## src/rtl/core/hrf_pkg.sv

```systemverilog
// Shared types, character constants and lookup functions for the HTTP request framer.
package hrf_pkg;

  // Command carried with each input word.
  typedef enum logic {
    CMD_BYTE    = 1'b0,
    CMD_DEQUEUE = 1'b1
  } cmd_t;

  // Content-Length parse phase, one-hot.
  typedef enum logic [3:0] {
    PH_SEARCH = 4'b0001,
    PH_SPACES = 4'b0010,
    PH_DIGITS = 4'b0100,
    PH_DONE   = 4'b1000
  } phase_t;

  // Status from the header scanner to the slot queue.
  typedef struct packed {
    logic hdr_done;
    logic complete;
  } scan_status_t;

  // Per-word decision from the slot queue.
  typedef struct packed {
    logic       request_ready;
    logic [2:0] slot_index;
    logic       queue_full;
    logic       queue_empty;
    logic       clear_req;
  } queue_result_t;

  localparam logic [7:0]  CH_CR      = 8'h0D;
  localparam logic [7:0]  CH_LF      = 8'h0A;
  localparam logic [7:0]  CH_SPACE   = 8'h20;
  localparam logic [7:0]  CH_ZERO    = 8'h30;
  localparam logic [7:0]  CH_NINE    = 8'h39;
  localparam logic [7:0]  CH_CAP_C   = 8'h43;
  localparam logic [7:0]  CH_CAP_A   = 8'h41;
  localparam logic [7:0]  CH_CAP_Z   = 8'h5A;
  localparam logic [7:0]  CASE_DELTA = 8'h20;
  localparam logic [3:0]  NAME_LAST  = 4'd14;
  localparam logic [1:0]  BLANK_LAST = 2'd3;
  localparam logic [35:0] DEC_BASE   = 36'd10;
  localparam logic [31:0] LEN_SAT    = 32'h7FFF_FFFF;
  localparam logic [31:0] LEN_NONE   = 32'hFFFF_FFFF;

  // Fold an upper-case letter to lower case.
  function automatic logic [7:0] to_lower(input logic [7:0] c);
    logic [7:0] r;
    r = c;
    if (c >= CH_CAP_A && c <= CH_CAP_Z) begin
      r = c + CASE_DELTA;
    end
    return r;
  endfunction

  // Lower-case letters of the header name "Content-Length:".
  function automatic logic [7:0] name_lc(input logic [3:0] pos);
    logic [7:0] r;
    unique case (pos)
      4'd0:    r = 8'h63; // c
      4'd1:    r = 8'h6F; // o
      4'd2:    r = 8'h6E; // n
      4'd3:    r = 8'h74; // t
      4'd4:    r = 8'h65; // e
      4'd5:    r = 8'h6E; // n
      4'd6:    r = 8'h74; // t
      4'd7:    r = 8'h2D; // -
      4'd8:    r = 8'h6C; // l
      4'd9:    r = 8'h65; // e
      4'd10:   r = 8'h6E; // n
      4'd11:   r = 8'h67; // g
      4'd12:   r = 8'h74; // t
      4'd13:   r = 8'h68; // h
      4'd14:   r = 8'h3A; // :
      default: r = 8'h00;
    endcase
    return r;
  endfunction

  // Expected character of the blank-line sequence CR LF CR LF.
  function automatic logic [7:0] blank_char(input logic [1:0] idx);
    return idx[0] ? CH_LF : CH_CR;
  endfunction

endpackage

```

## src/rtl/core/http_request_framer_core.sv

```systemverilog
// Top level of the HTTP request framer: input register, scanner, slot queue, result register.
// Path: an accepted word passes through the input register, then the result register.
// Throughput: one word per cycle unless out_ready stalls; the input register and the
// result register let a new word enter while a finished result still waits for out_ready.
// Reset: synchronous, active low; clears both registers' valid flags, the slot pointers
// and the per-request parse state (declared length reads as not yet known).
module http_request_framer_core #(
  parameter int QUEUE_SLOTS   = 8,
  parameter int REQUEST_BYTES = 4096
) (
  input  logic               clk,
  input  logic               rst_n,
  input  logic               in_valid,
  output logic               in_ready,
  input  logic               in_cmd,
  input  logic [7:0]         in_data_byte,
  input  logic               in_segment_end,
  output logic               out_valid,
  input  logic               out_ready,
  output logic               out_request_ready,
  output logic [2:0]         out_slot_index,
  output logic               out_headers_complete,
  output logic signed [31:0] out_declared_length,
  output logic [11:0]        out_body_length,
  output logic               out_queue_full,
  output logic               out_queue_empty
);
  import hrf_pkg::*;

  logic          in_valid_r;
  logic          in_cmd_r;
  logic [7:0]    in_byte_r;
  logic          in_seg_r;
  logic          advance;
  logic          scan_en;
  scan_status_t  status;
  queue_result_t qres;
  logic [31:0]   scan_declared;
  logic [11:0]   scan_body;

  logic          out_valid_r;
  logic          out_request_ready_r;
  logic [2:0]    out_slot_index_r;
  logic          out_headers_complete_r;
  logic [31:0]   out_declared_length_r;
  logic [11:0]   out_body_length_r;
  logic          out_queue_full_r;
  logic          out_queue_empty_r;

  // A word moves on when the result register is free or being emptied.
  assign advance  = in_valid_r && (!out_valid_r || out_ready);
  assign in_ready = !in_valid_r || advance;
  assign scan_en  = advance && (in_cmd_r == CMD_BYTE);

  // Input register.
  always_ff @(posedge clk) begin
    if (!rst_n) begin
      in_valid_r <= 1'b0;
    end else if (in_ready) begin
      in_valid_r <= in_valid;
    end
  end

  always_ff @(posedge clk) begin
    if (in_valid && in_ready) begin
      in_cmd_r  <= in_cmd;
      in_byte_r <= in_data_byte;
      in_seg_r  <= in_segment_end;
    end
  end

  hrf_hdr_scan #(
    .REQUEST_BYTES(REQUEST_BYTES)
  ) u_scan (
    .clk            (clk),
    .rst_n          (rst_n),
    .step_en        (scan_en),
    .data_byte      (in_byte_r),
    .clear_req      (qres.clear_req),
    .status         (status),
    .declared_length(scan_declared),
    .body_length    (scan_body)
  );

  hrf_slot_queue #(
    .QUEUE_SLOTS(QUEUE_SLOTS)
  ) u_queue (
    .clk        (clk),
    .rst_n      (rst_n),
    .step_en    (advance),
    .cmd        (in_cmd_r),
    .segment_end(in_seg_r),
    .status     (status),
    .result     (qres)
  );

  // Result register valid flag.
  always_ff @(posedge clk) begin
    if (!rst_n) begin
      out_valid_r <= 1'b0;
    end else if (advance) begin
      out_valid_r <= 1'b1;
    end else if (out_ready) begin
      out_valid_r <= 1'b0;
    end
  end

  // Result payload; dequeue words report no header information.
  always_ff @(posedge clk) begin
    if (advance) begin
      out_request_ready_r <= qres.request_ready;
      out_slot_index_r    <= qres.slot_index;
      out_queue_full_r    <= qres.queue_full;
      out_queue_empty_r   <= qres.queue_empty;
      if (in_cmd_r == CMD_DEQUEUE) begin
        out_headers_complete_r <= 1'b0;
        out_declared_length_r  <= '0;
        out_body_length_r      <= '0;
      end else begin
        out_headers_complete_r <= status.hdr_done;
        out_declared_length_r  <= scan_declared;
        out_body_length_r      <= scan_body;
      end
    end
  end

  assign out_valid            = out_valid_r;
  assign out_request_ready    = out_request_ready_r;
  assign out_slot_index       = out_slot_index_r;
  assign out_headers_complete = out_headers_complete_r;
  assign out_declared_length  = signed'(out_declared_length_r);
  assign out_body_length      = out_body_length_r;
  assign out_queue_full       = out_queue_full_r;
  assign out_queue_empty      = out_queue_empty_r;

endmodule

```

## src/rtl/core/hrf_hdr_scan.sv

```systemverilog
// Header scanner: blank-line detector, Content-Length matcher and parser, byte counters.
module hrf_hdr_scan #(
  parameter int REQUEST_BYTES = 4096
) (
  input  logic                clk,
  input  logic                rst_n,
  input  logic                step_en,
  input  logic [7:0]          data_byte,
  input  logic                clear_req,
  output hrf_pkg::scan_status_t status,
  output logic [31:0]         declared_length,
  output logic [11:0]         body_length
);
  import hrf_pkg::*;

  localparam int CNT_W = $clog2(REQUEST_BYTES);
  localparam int EXT_W = (CNT_W > 12) ? CNT_W : 12;
  localparam logic [CNT_W-1:0] CNT_MAX = CNT_W'(REQUEST_BYTES - 1);

  logic [CNT_W-1:0] stored_r, stored_nxt;
  logic [CNT_W-1:0] header_r, header_nxt;
  logic             hdr_seen_r, hdr_seen_nxt;
  logic [1:0]       progress_r, progress_nxt;
  logic [3:0]       pos_r, pos_nxt;
  phase_t           phase_r, phase_nxt;
  logic [31:0]      value_r, value_nxt;

  logic             keep;
  logic             name_hit;
  logic             is_digit;
  logic [35:0]      dec_prod;
  logic [31:0]      dec_value;
  logic [CNT_W-1:0] body_diff;
  logic [EXT_W-1:0] body_ext;

  // Decimal accumulate with saturation at the largest positive 32-bit value.
  assign is_digit  = (data_byte >= CH_ZERO) && (data_byte <= CH_NINE);
  assign dec_prod  = 36'(value_r) * DEC_BASE + 36'(data_byte - CH_ZERO);
  assign dec_value = (|dec_prod[35:31]) ? LEN_SAT : dec_prod[31:0];

  // The first name character must be an exact capital C; the rest ignore case.
  assign name_hit = (pos_r == '0) ? (data_byte == CH_CAP_C)
                                  : (to_lower(data_byte) == name_lc(pos_r));
  assign keep     = (stored_r != CNT_MAX);

  // Next state for one request byte.
  always_comb begin
    stored_nxt   = stored_r;
    header_nxt   = header_r;
    hdr_seen_nxt = hdr_seen_r;
    progress_nxt = progress_r;
    pos_nxt      = pos_r;
    phase_nxt    = phase_r;
    value_nxt    = value_r;
    if (keep) begin
      stored_nxt = stored_r + 1'b1;
      if (!hdr_seen_r) begin
        // Content-Length matcher and value parser.
        unique case (phase_r)
          PH_SEARCH: begin
            if (name_hit) begin
              if (pos_r == NAME_LAST) begin
                pos_nxt   = '0;
                phase_nxt = PH_SPACES;
                value_nxt = '0;
              end else begin
                pos_nxt = pos_r + 1'b1;
              end
            end else begin
              pos_nxt = (data_byte == CH_CAP_C) ? 4'd1 : 4'd0;
            end
          end
          PH_SPACES, PH_DIGITS: begin
            if (!(phase_r == PH_SPACES && data_byte == CH_SPACE)) begin
              if (is_digit) begin
                value_nxt = dec_value;
                phase_nxt = PH_DIGITS;
              end else begin
                phase_nxt = PH_DONE;
              end
            end
          end
          PH_DONE: begin
            phase_nxt = PH_DONE;
          end
          default: begin
            phase_nxt = phase_r;
          end
        endcase
        // Blank-line detector; it sees the matcher's updated phase.
        if (data_byte == blank_char(progress_r)) begin
          if (progress_r == BLANK_LAST) begin
            progress_nxt = '0;
            hdr_seen_nxt = 1'b1;
            header_nxt   = stored_nxt;
            if (phase_nxt == PH_SEARCH) begin
              value_nxt = '0;
            end
          end else begin
            progress_nxt = progress_r + 1'b1;
          end
        end else begin
          progress_nxt = (data_byte == CH_CR) ? 2'd1 : 2'd0;
        end
      end
    end
  end

  // Result fields and completion test, taken from the updated state.
  assign body_diff       = stored_nxt - header_nxt;
  assign body_ext        = EXT_W'(body_diff);
  assign declared_length = hdr_seen_nxt ? value_nxt : LEN_NONE;
  assign body_length     = hdr_seen_nxt ? body_ext[11:0] : 12'd0;
  assign status.hdr_done = hdr_seen_nxt;
  assign status.complete = hdr_seen_nxt &&
                           ((value_nxt == '0) || (32'(body_diff) >= value_nxt));

  // State registers; a handed-off request starts the next slot from scratch.
  always_ff @(posedge clk) begin
    if (!rst_n || (step_en && clear_req)) begin
      stored_r   <= '0;
      header_r   <= '0;
      hdr_seen_r <= 1'b0;
      progress_r <= '0;
      pos_r      <= '0;
      phase_r    <= PH_SEARCH;
      value_r    <= LEN_NONE;
    end else if (step_en) begin
      stored_r   <= stored_nxt;
      header_r   <= header_nxt;
      hdr_seen_r <= hdr_seen_nxt;
      progress_r <= progress_nxt;
      pos_r      <= pos_nxt;
      phase_r    <= phase_nxt;
      value_r    <= value_nxt;
    end
  end

endmodule

```

## src/rtl/core/hrf_slot_queue.sv

```systemverilog
// Slot queue: write and read slot pointers, readiness hand-off and dequeue.
module hrf_slot_queue #(
  parameter int QUEUE_SLOTS = 8
) (
  input  logic                  clk,
  input  logic                  rst_n,
  input  logic                  step_en,
  input  logic                  cmd,
  input  logic                  segment_end,
  input  hrf_pkg::scan_status_t status,
  output hrf_pkg::queue_result_t result
);
  import hrf_pkg::*;

  localparam int PTR_W  = $clog2(QUEUE_SLOTS);
  localparam int SLOT_W = (PTR_W > 3) ? PTR_W : 3;
  localparam logic [PTR_W-1:0] PTR_LAST = PTR_W'(QUEUE_SLOTS - 1);

  logic [PTR_W-1:0]  wr_r, wr_nxt;
  logic [PTR_W-1:0]  rd_r, rd_nxt;
  logic [PTR_W-1:0]  wr_inc, rd_inc;
  logic [SLOT_W-1:0] slot_ext;

  assign wr_inc = (wr_r == PTR_LAST) ? '0 : wr_r + 1'b1;
  assign rd_inc = (rd_r == PTR_LAST) ? '0 : rd_r + 1'b1;

  // Decide hand-off or dequeue for the current word.
  always_comb begin
    wr_nxt               = wr_r;
    rd_nxt               = rd_r;
    result.request_ready = 1'b0;
    result.queue_full    = 1'b0;
    result.queue_empty   = 1'b0;
    result.clear_req     = 1'b0;
    if (cmd == CMD_DEQUEUE) begin
      slot_ext = SLOT_W'(rd_r);
      if (rd_r == wr_r) begin
        result.queue_empty = 1'b1;
      end else begin
        rd_nxt = rd_inc;
      end
    end else begin
      slot_ext = SLOT_W'(wr_r);
      if (segment_end && status.complete) begin
        result.request_ready = 1'b1;
        if (wr_inc != rd_r) begin
          wr_nxt           = wr_inc;
          result.clear_req = 1'b1;
        end else begin
          result.queue_full = 1'b1;
        end
      end
    end
    result.slot_index = slot_ext[2:0];
  end

  // Pointer registers.
  always_ff @(posedge clk) begin
    if (!rst_n) begin
      wr_r <= '0;
      rd_r <= '0;
    end else if (step_en) begin
      wr_r <= wr_nxt;
      rd_r <= rd_nxt;
    end
  end

endmodule

```

## config.mk

```make
export PLATFORM = sky130hd
export DESIGN_NAME = http_request_framer_core
export DESIGN_NICKNAME = d
export VERILOG_FILES = /design/src/rtl/core/hrf_pkg.sv /design/src/rtl/core/http_request_framer_core.sv /design/src/rtl/core/hrf_hdr_scan.sv /design/src/rtl/core/hrf_slot_queue.sv
export SDC_FILE = /design/constraint.sdc
export NUM_CORES = 1
export LEC_CHECK = 0
export BUFFER_PORTS_ARGS = -buffer_cell sky130_fd_sc_hd__buf_2
export CAP_MARGIN = 20
export CORE_MARGIN = 4
export CORE_UTILIZATION = 60
export CTS_CLUSTER_DIAMETER = 120
export DETAILED_ROUTE_END_ITERATION = 12
export HOLD_SLACK_MARGIN = 0.12
export PLACE_DENSITY = 0.79
export RECOVER_POWER = 25
export SLEW_MARGIN = 5
export SYNTH_ARGS = -nofsm -noshare
export SYNTH_HDL_FRONTEND = slang
export SYNTH_SLANG_ARGS = --single-unit
```

## constraint.sdc

```tcl
create_clock -name clk -period 28.9 [get_ports clk]
set_input_delay 2.89 -clock clk [delete_from_list [all_inputs] [get_ports clk]]
set_output_delay 2.89 -clock clk [all_outputs]
set_load 0.02 [all_outputs]
```

### Yosys cells after proc, flatten, opt, wreduce, memory -nomap -nowiden

Memories as Yosys holds them, arrays and structs flattened. A register that Yosys moved wholly into a read port is not among the register bits.
Index checks and enable logic that the tools add are counted.

| operators by class | value |
|---|---|
| $add $sub $neg | 9 |
| $mul | 1 |
| $lt $le $gt $ge | 5 |
| eq/ne operators | 17 |
| multiplexer cells | 50 |
| bitwise gates (word level) | 5 |
| reduce and logical (&&, ||, !) cells | 27 |

Operators by type and width:

| operator | number |
|---|---|
| $mux W32 | 11 |
| $pmux W32 S2 | 1 |
| $mux W12 | 5 |
| $mux W4 | 10 |
| $add A36 B36 Y36 | 1 |
| $mul A32 B3 Y35 const B | 1 |
| $ge A12 B32 Y1 | 1 |
| $logic_not A32 Y1 | 1 |
| $eq A8 B8 Y1 | 2 |
| $mux W1 | 15 |
| $add A12 B1 Y12 const B | 1 |
| $mux W3 | 4 |
| $ne A12 B12 Y1 const B | 1 |
| $pmux W4 S3 | 1 |
| $sub A12 B12 Y12 | 1 |
| $logic_and A1 B1 Y1 | 9 |
| $sub A8 B6 Y9 const B | 1 |
| $add A8 B6 Y8 const B | 1 |
| $eq A4 B1 Y1 const B | 2 |
| $eq A4 B4 Y1 const B | 2 |
| $eq A8 B4 Y1 const B | 1 |
| $eq A8 B6 Y1 const B | 1 |
| $eq A8 B7 Y1 const B | 1 |
| $ge A8 B6 Y1 const B | 1 |
| 23 further kinds | 39 |

| storage, ports and cells | value |
|---|---|
| bits in registers | 136 |
| bits in read-only memories | 112 |
| bits of input ports | 14 |
| memories | 1 |

Memories:

| name | depth | bits a word | rd ports | clocked after memory_dff | write ports | RTL line | text |
|---|---|---|---|---|---|---|---|
| (no name shown) | 16 | 7 | 1 | 1 | 0 | hrf_pkg.sv:61 | `unique case (pos)` |

### Logic depth before layout (Yosys ltp)

| depth | value |
|---|---|
| depth in word-level cells | 24 |
| depth in mapped cells | 53 |
| mapped depth without buffers | 51 |

### Hierarchy

A second synthesis with hierarchy kept.

| unflattened totals | value |
|---|---|
| cell total of the unflattened synthesis | 1396 |
| area total of the unflattened synthesis | 11757.5 µm² |

By module, submodules not included:

| module | times used | cells each | area an instance (µm²) | sequential area each (µm²) |
|---|---|---|---|---|
| hrf_hdr_scan | 1 | 1225 | 9064.9 | 1481.4 |
| http_request_framer_core | 1 | 120 | 2262.2 | 1871.8 |
| hrf_slot_queue | 1 | 51 | 430.4 | 120.1 |

### Least setup slack after synthesis

OpenSTA, ideal clock, no wires.

| path | value |
|---|---|
| path kind | flip-flop to flip-flop |
| start | register in_byte_r[5] |
| end | register with a tool-made name |
| library setup time | 120 ps |
| arrival time | 9684 ps |
| path slack | 19096 ps |
| cell stages (with the launch flop) | 40 |
| cell sequence | edfxtp_1 ha_1 nor3_1 ha_1 clkbuf_1 a21o_1 o21bai_1 or2_2 nand3b_1 and3_1 or3_1 a211oi_1 and3_1 clkbuf_1 and3_1 clkbuf_1 clkbuf_1 a221oi_1 [... 4 more ...] a21o_1 a21o_1 a21o_1 a21o_1 a21o_1 a21o_1 a21oi_1 o21ai_0 a31oi_1 o31ai_4 buf_4 buf_4 or2_2 ha_1 nor2_1 a21oi_1 a21oi_1 o21bai_1 |

RTL lines:

| element | RTL line | text |
|---|---|---|
| from (decl) | http_request_framer_core.sv:32 | `logic [7:0] in_byte_r;` |
| from (signal assigned) | http_request_framer_core.sv:67 | `in_byte_r <= in_data_byte;` |

==> reports/metrics.cfg <==
[global_route]
grt_antenna_before_repair=0
grt_use_total_pct=29.6
globalRoute.totalOverflow=0
grt_max_degree=60
grt_pass1_wl_um=53300
grt_use_met1_pct=40.8
grt_use_met3_pct=5.03
busiest_layer=met2
grt_pass1_vias=10478
met2_usage_pct=47.7

[critical_path]
crit_type=reg -> reg
rrSetupSlack_ps=18070
crit_fanout=17
reg2regPathDepth=49
cp-start-kind=flip-flop
crit_arrival_ps=11140
r2r_start=u_scan.value_r[1]$_SDFFE_PP1P_
cp_data_required_time_ps=29210
cpPeakStageDelay_ps=710
end_kind=flip-flop
cp_slowest_cell=and3_1
cp_common_cell=a21o_1

[timing]
finalHoldViolations=0
fin_tns_setup_ps=0
tightest_slew_ps=2710
clock.fmax_mhz=92.3
min_period_ps=10830
setup_ws_ps=18070
report.final.setup_viol=0
rsz0062_at_grt=no
slew_headroom_pct=-80.4
finClkSkew_ps=11.7
fin_crit_sh_pct=37.5
drv_slew=98

[clocking]
numCtsBuffers=17
ctsHoldBuffers=0
clkLatencyLatePin_ps=430
clk_pin_slew_worst_paths_ps=60
cts_buffer_depth=2
cts_resized=0
cts_root_buffer=clkbuf_16
cts_tree=yes
cts_setup_buffers=0
htreeDepth=4
clkSinkCount=143

[pwr]
peakVddDrop_mv=0.0482
switching_share_pct=40.6
sequentialPowerShare_pct=27.9
leakage_nw=5.50
internal_power_mw=0.484
pwr_density_cell_mw_per_mm2=62.5
net-switching-power_mw=0.331
power.total_mw=0.815
clkPwrFrac_pct=27.1
combPwrFrac_pct=45.1

[synth]
ys.flop_type=dfxtp_1
syn_area_sq_mm=0.0119
synth.area.top_cells=edfxtp_1 15%, ha_1 15%, dfxtp_1 14%
syn_area_per_cell_sq_um=8.35
seq_area_frac_synth_pct=29.3
synthMuxAreaShare_pct=0.802
synth_common_cells=174 x a21oi_1, 147 x nor2_1, 139 x ha_1
synth_edf_count=61
synth-compound-area-share_pct=25.7
synthDistinctLibCells=76
postSynthCellCount=1419
synth-xor-area-share_pct=6.50
yosysTopAreaCellShare_pct=15.5
ys_ff_latch=143
synth_area_leader_cell=edfxtp_1
yosysMostFrequentCell=a21oi_1
ys_async_sr_fraction_pct=0
yosys.area_share.simple_pct=19.2
ys_warn_count=0
syn_nets=1575
synthAdderAreaFrac_pct=15.2
synth_top_family_by_area=compound AO/OA/AOI/OAI gates

[die]
dieArea_sq_mm=0.0221
row_count=51
ios=67
core-area_sq_mm=0.0195
dieWidth_um=149
start_util_pct=60.9
die_h_um=149

[status]
violations=max-capacitance violations, max-slew violations
status=finished, violations left

[hold_path]
hold_start=u_scan.progress_r[1]$_SDFFE_PP0P_
min_path_cells=2
hp-class=reg -> reg
min_to=u_scan.progress_r[1]$_SDFFE_PP0P_

[place]
pre_cts_slack_ps=18230
io_buffer_count=66
place_congestion=0.967
dp_hpwl_um=24600

[routing]
firstDrtPassIters=6
vias=11270
wl_per_cell_um=18.9
first_iter_violations=1136
routed_wl_um=33100
ant_nets=0
drc=0
viasPerCell=6.44

[run]
cap_violations=2

[layout]
diodes=0
final_nets=1628
areaGrowthSynthToFinish_pct=10.0
drive_gt1_share_pct=9.23
final_util_pct=67.0
fillCellCount=1592

final cells by class:
cell class	count	area (sq um)	share of cell area, %
clock buffer	19	464	3.56
clock inverter	13	126	0.969
inverter	47	176	1.35
multi-input combinational	1177	7980	61.2
sequential	143	3470	26.6
tap	265	332	2.54
timing repair buffer	86	488	3.74
through the flow:
| step | instance area (sq um) | hold WS, ps | cells |
|---|---|---|---|
| 3_5_place_dp | 12400 | 455 | 1716 |
| 6_report | 13000 | 462 | 1750 |
| 3_3_place_gp | 12400 | 442 | 1715 |
| 2_1_floorplan | 11900 | 436 | 1419 |
| 5_1_grt | 13000 | 496 | 1750 |
| 4_1_cts | 13000 | 464 | 1748 |
power by group through the flow:
stage                     logic, mW  registers [mW]  clock network, mW
final                         0.367           0.227              0.220
after detailed placement      0.359           0.231                  0
after global placement        0.354           0.230                  0
after CTS                     0.362           0.226              0.220
after global routing          0.402           0.228              0.230
after floorplan               0.269           0.232                  0
worst max-delay path by stage:
| stage | start | to | slack, ps | cells after the start |
|---|---|---|---|---|
| after floorplan | in_byte_r[5]$_DFFE_PP_ | flip-flop | 19100 | 39 |
| after global placement | u_scan.value_r[1]$_SDFFE_PP1P_ | flip-flop | 18560 | 49 |
| after detailed placement | u_scan.value_r[1]$_SDFFE_PP1P_ | flip-flop | 18230 | 49 |
| after CTS | u_scan.value_r[1]$_SDFFE_PP1P_ | flip-flop | 18170 | 49 |
| after global routing | u_scan.value_r[1]$_SDFFE_PP1P_ | flip-flop | 17290 | 49 |
| final | u_scan.value_r[1]$_SDFFE_PP1P_ | flip-flop | 18070 | 49 |
critical path, delay by kind of cell, from the launching register on:
kind                       cells  cell delay [ps]
adders and majority gates      6             1740
buffers and inverters          1               60
and+or+nand+nor                7             1530
AOI/OAI and AO/OA             32             6080
xor gates and xnor gates       3              910
DFF                            1              380
registers in the layout (all words and copies together), names as in the netlist, 2 cells and up, named ones only:
name                 cells
u_scan.header_r         12
u_scan.phase_r           4
u_scan.progress_r        2
out_body_length         12
u_scan.pos_r             4
out_declared_length     32
in_byte_r                8
u_scan.stored_r         12
out_slot_index           3
u_queue.rd_r             3
u_scan.value_r          32
u_queue.wr_r             3
kinds of logic (layout without fill, tap and decap cells):
group / Yosys count / count (layout)
buffers and inverters: 99 / 165
xor gates and xnor gates: 88 / 88
and+or+nand+nor: 464 / 464
muxes: 9 / 9
AOI/OAI and AO/OA: 474 / 474
adders and majority gates: 142 / 142
DFF: 143 / 143
per-layer routing:
metal | vias to the layer above | wire length, um
met1 | 5224 | 14100
met3 | 89 | 3020
met5 | - | 0
li1 | 5401 | -
met2 | 556 | 14900
met4 | 0 | 1000
cell usage in the layout, fill, tap and decap left out, drive strengths merged, types with 27 or more instances in the layout:
cell type / netlist / final
inv: 47 / 51
nand2: 108 / 108
a21oi: 174 / 174
edfxtp: 61 / 61
nand3: 27 / 27
dfxtp: 82 / 82
buf: 12 / 83
o21ai: 82 / 82
ha: 139 / 139
a21o: 34 / 34
xnor2: 55 / 55
xor2: 33 / 33
nor2: 147 / 147
Note: power is estimated with default switching activity, not from simulation.
